**config.mk**
```make
export PLATFORM = sky130hd
export DESIGN_NAME = hfn_sqrt
export DESIGN_NICKNAME = d
export VERILOG_FILES = /design/src/design/hfn_pkg.sv /design/src/design/hfn_sqrt.sv
export SDC_FILE = /design/constraint.sdc
export NUM_CORES = 2
export LEC_CHECK = 0
export BUFFER_PORTS_ARGS = -buffer_cell sky130_fd_sc_hd__buf_2
export CORE_ASPECT_RATIO = 0.75
export CORE_MARGIN = 10
export CORE_UTILIZATION = 33
export DETAILED_ROUTE_END_ITERATION = 10
export GPL_TIMING_DRIVEN = 1
export PLACE_DENSITY_LB_ADDON = 0.15
export SETUP_SLACK_MARGIN = 0.02
export SYNTH_ARGS = -nofsm -noshare
export SYNTH_HDL_FRONTEND = slang
export SYNTH_MEMORY_MAX_BITS = 65536
export SYNTH_SLANG_ARGS = --single-unit
```
**constraint.sdc**
```tcl
create_clock -name clk_i -period 4.6 [get_ports clk_i]
set_clock_uncertainty 0.2 [all_clocks]
set_input_delay 0.69 -clock clk_i [delete_from_list [all_inputs] [get_ports clk_i]]
set_output_delay 0.69 -clock clk_i [all_outputs]
set_load 0.02 [all_outputs]
```
**src/design/hfn_pkg.sv**
```systemverilog
// Shared types and constants for the heightfield normal pipeline.
`timescale 1ns / 1ps
`default_nettype none
package hfn_pkg;

  localparam int unsigned FIELD_W = 32;  // width of elevation and register fields
  localparam int unsigned DIFF_W  = 34;  // signed axis difference, mirrored side doubled
  localparam int unsigned MAG_W   = 33;  // magnitude of an axis difference
  localparam int unsigned PROD_W  = 65;  // magnitude times a Q16.16 scale
  localparam int unsigned BLEN_W  = 7;   // bit length of a product
  localparam int unsigned SH_W    = 6;   // common normalizing shift
  localparam int unsigned COMP_W  = 31;  // component after normalizing shift
  localparam int unsigned SQ_W    = 62;  // square of one component
  localparam int unsigned SUM_W   = 64;  // sum of three squares
  localparam int unsigned ROOT_W  = 32;  // integer root of the sum
  localparam int unsigned OUT_W   = 16;  // width of one output component
  localparam int unsigned CIDX_W  = 3;   // configuration register index

  typedef enum logic [CIDX_W-1:0] {
    CFG_X_GRAD    = 3'd0,
    CFG_Y_GRAD    = 3'd1,
    CFG_FLAT      = 3'd2,
    CFG_NULL_MARK = 3'd3,
    CFG_NULL_CHK  = 3'd4,
    CFG_ZERO_MSK  = 3'd5
  } cfg_reg_e;

  typedef struct packed {
    logic [FIELD_W-1:0]        x_grad;
    logic [FIELD_W-1:0]        y_grad;
    logic [FIELD_W-1:0]        flat;
    logic signed [FIELD_W-1:0] null_mark;
    logic                      null_chk;
    logic                      zero_msk;
  } cfg_t;

  typedef struct packed {
    logic neg_x;
    logic neg_y;
    logic written;
  } flags_t;

  typedef struct packed {
    logic [COMP_W-1:0] a;
    logic [COMP_W-1:0] b;
    logic [COMP_W-1:0] f;
    flags_t            fl;
  } norm_aux_t;

endpackage
`default_nettype wire

```
**src/design/hfn_sqrt.sv**
```systemverilog
// Pipelined integer square root, one result bit per stage.
`timescale 1ns / 1ps
`default_nettype none
module hfn_sqrt import hfn_pkg::*; #(
  parameter int unsigned AUX_W = 8
) (
  input  wire logic             clk_i,
  input  wire logic             rst_ni,
  input  wire logic             en_i,
  input  wire logic             valid_i,
  input  wire logic [SUM_W-1:0] v_i,
  input  wire logic [AUX_W-1:0] aux_i,
  output logic                  valid_o,
  output logic [ROOT_W-1:0]     root_o,
  output logic [AUX_W-1:0]      aux_o
);

  logic             vld_q [ROOT_W];
  logic [SUM_W-1:0] v_q   [ROOT_W];
  logic [SUM_W-1:0] r_q   [ROOT_W];
  logic [AUX_W-1:0] aux_q [ROOT_W];

  for (genvar k = 0; k < ROOT_W; k++) begin : g_stage
    localparam logic [SUM_W-1:0] BIT = SUM_W'(1) << (SUM_W - 2 - 2 * k);
    logic             vld_in;
    logic [SUM_W-1:0] v_in, r_in, trial;
    logic [AUX_W-1:0] aux_in;

    if (k == 0) begin : g_first
      assign vld_in = valid_i;
      assign v_in   = v_i;
      assign r_in   = '0;
      assign aux_in = aux_i;
    end else begin : g_next
      assign vld_in = vld_q[k-1];
      assign v_in   = v_q[k-1];
      assign r_in   = r_q[k-1];
      assign aux_in = aux_q[k-1];
    end

    assign trial = r_in + BIT;

    always_ff @(posedge clk_i or negedge rst_ni) begin
      if (!rst_ni) begin
        vld_q[k] <= 1'b0;
      end else if (en_i) begin
        vld_q[k] <= vld_in;
      end
    end

    always_ff @(posedge clk_i) begin
      if (en_i) begin
        if (v_in >= trial) begin
          v_q[k] <= v_in - trial;
          r_q[k] <= (r_in >> 1) + BIT;
        end else begin
          v_q[k] <= v_in;
          r_q[k] <= r_in >> 1;
        end
        aux_q[k] <= aux_in;
      end
    end
  end

  assign valid_o = vld_q[ROOT_W-1];
  assign root_o  = r_q[ROOT_W-1][ROOT_W-1:0];
  assign aux_o   = aux_q[ROOT_W-1];

endmodule
`default_nettype wire

```
==> metrics.csv <==
metric,value,unit
status,"complete, no violations",
syn_inst,10100,
worst_pin_slew,1190,ps
wl_per_cell,21.8,um
yosysSeqAreaShare,0.643,
fmax,0.227,GHz
synth_most_common_cell,edfxtp_1,
rsz0062_at_grt,no,
yosysTopAreaCellShare,0.637,
initial_core_util,0.332,
port_buffers,116,
synth_cell_types,93,
criticalPathCategory,register to register,
syn_nets,10800,
synth_area_per_cell,12.9,um2
antenna_found_initial,27,
area_growth_syn_to_layout,14.9,%
drt_first_pass_iters,6,
gp_congestion,0.915,
ios,117,
grt_pass1_wl,522000,um
clkTransAtPathRegs,60,ps
row_count,199,
ys_warn_count,0,
cellPowerDensity,498,nW/um2
p_leak,55.2,nW
drive_above_1_share,0.0951,
drt_iter0_markers,9088,
clk_latency,940,ps
cp-end-kind,register,
placed_cells,15500,
dieArea,421000,um2
reg2reg_depth,13,
ys_ff_latch,2800,
final_nets,11300,
grt_max_degree,164,
die_h,565,um
start_kind,register,
grt_pass1_vias,80400,
root_buffer,clkbuf_16,
cap_violations,0,
min_period_over_period,0.956,
finalHoldViolCount,0,
maxSlewViolCount,0,
holdWs,161,ps
min_path_type,input port to asynchronous set/reset pin,
timing.slew.headroom,0.201,
setup_viol_count_final,0,
synthTopCellsByCount,"2,768 x edfxtp_1, 759 x nand2_1, 668 x inv_1",
r2r_setup_slack,200,ps
final.setup.tns,0,ps
antenna_left,0,
synth_edf_count,2768,
async_flop_share,0.0114,
r2r_end,v_q[1][940],
drc,0,
ys_dominant_reg_cell,edfxtp_1,
stdcell_count,16100,
yosys.area.top_type,edfxtp_1,
grtUsageTotal,0.160,
ir_worst_vdd,318,uV
dieWidth,746,um
synth_area,131000,um2
reg2reg_from,r_q[1][841],
cp.arrival,4880,ps
h-tree-depth,5,
grt_overflow,0,
cts_tree,done,
required,5080,ps
cts_buffers,313,
clock_sinks,2800,
cp_max_fo,6,
vias,83400,
fillers,37300,
core_area,393000,um2
drt_wl_total,351000,um
vias_per_cell,5.17,
ys_top_cells_by_area,"edfxtp_1 64%, ha_1 5.3%, xor2_1 3.0%, xnor2_1 2.9%, nand2_1 2.2%",
fin_crit,4400,ps
dpl.hpwl,266000,um
cts_buffer_depth,4,
==> routing by layer <==
metal  up-vias  global-route usage  part of all wire
met5         -                   0                 0
met4         0              0.0309             0.018
met3       424              0.0314             0.075
met2      2683               0.226              0.40
met1     41200               0.252              0.50
li1      39100                   -                 -
==> power by group <==
group | internal [mW] | total, mW | switching [mW]
clock | 14.4 | 24.8 | 10.5
combinational | 6.05 | 15.2 | 9.13
sequential | 32.1 | 34.7 | 2.57
total | 52.5 | 74.7 | 22.2
==> sequential cells by signal, indices dropped and copies added (netlist names) <==
signal / flops
v_q: 1984
r_q: 528
valid_o: 1
g_stage.vld_in: 31
aux_q: 256
==> through the flow <==
step                setup slack (ps)  power [mW]   util  instance area, um2
floorplan                       39.4        44.4      -              131000
global placement                7.27        50.0  0.354              139000
detailed placement              16.2        50.0  0.354              139000
CTS                             89.5        75.3  0.381              150000
global route                    22.7        78.4  0.382              150000
finish                           202        74.7  0.382              150000
==> cell type report <==
cell class / count / area [um2] / share of cell area
repair buffers: 449 / 3550 / 0.0236
well taps: 5226 / 6540 / 0.0436
flip-flops and latches: 2800 / 83900 / 0.560
clock buffers: 377 / 8200 / 0.0547
multi-input cells: 6416 / 43300 / 0.289
inverters: 669 / 2510 / 0.0167
diodes: 6 / 15.0 / 0.000100
clock inverters: 196 / 1880 / 0.0125
==> worst max-delay path by stage <==
stage / slack [ps] / from / end
after global routing: 20 / v_q[1][494] / v_q[1][570]
after CTS: 90 / v_q[1][724] / v_q[1][823]
after global placement: 7 / v_q[1][715] / v_q[1][827]
final: 200 / r_q[1][841] / v_q[1][940]
after detailed placement: 20 / v_q[1][494] / v_q[1][570]
after floorplan: 40 / en_i / r_q[1][402]
==> what timing repair did <==
item                       in CTS  in global routing
hold endpoints to repair      109                  0
cloned                          0                  0
pin swaps                       0                  1
setup buffers                   0                  1
hold buffers                   75                  0
setup endpoints to repair       3                 41
gates resized for setup         2                 12
==> worst max-delay path, stage by stage, from the launching register on <==
cell and delay [ps]:
edfxtp_1 380, inv_1 60, ha_1 340, a211oi_1 260, o21bai_1 220, nor4b_2 480
buf_4 190, o211ai_1 300, nand2_1 230, o21ai_0 310, a31oi_2 490, nand2_1 270
o41ai_1 300, o21ai_0 140
==> layout by cell type (no fill, tap or decap), drive strengths merged, types with 120 or more instances in the layout <==
cell type	synthesis	layout
nand2b	141	141
buf	22	374
xnor2	430	430
inv	668	683
o21ai	538	538
clkinv	1	138
nand2	759	759
ha	558	558
or3	120	120
nor4	372	372
a21oi	509	509
nand3	150	150
nor2	540	540
nand4	170	170
nor3	293	293
edfxtp	2768	2768
a21o	248	248
clkbuf	211	377
xor2	450	450
==> kinds of logic (layout without fill, tap and decap cells) <==
| logic type | after synthesis | after routing | synth area share |
|---|---|---|---|
| fa+ha+maj | 558 | 558 | 0.0535 |
| simple gates | 3032 | 3032 | 0.121 |
| flops | 2800 | 2800 | 0.643 |
| other cells | 0 | 6 | 0 |
| buf+inv | 902 | 1691 | 0.0262 |
| xor+xnor | 880 | 880 | 0.0591 |
| mux | 106 | 106 | 0.00900 |
| compound gates | 1840 | 1840 | 0.0881 |
Power figures use the tool's default switching activity.
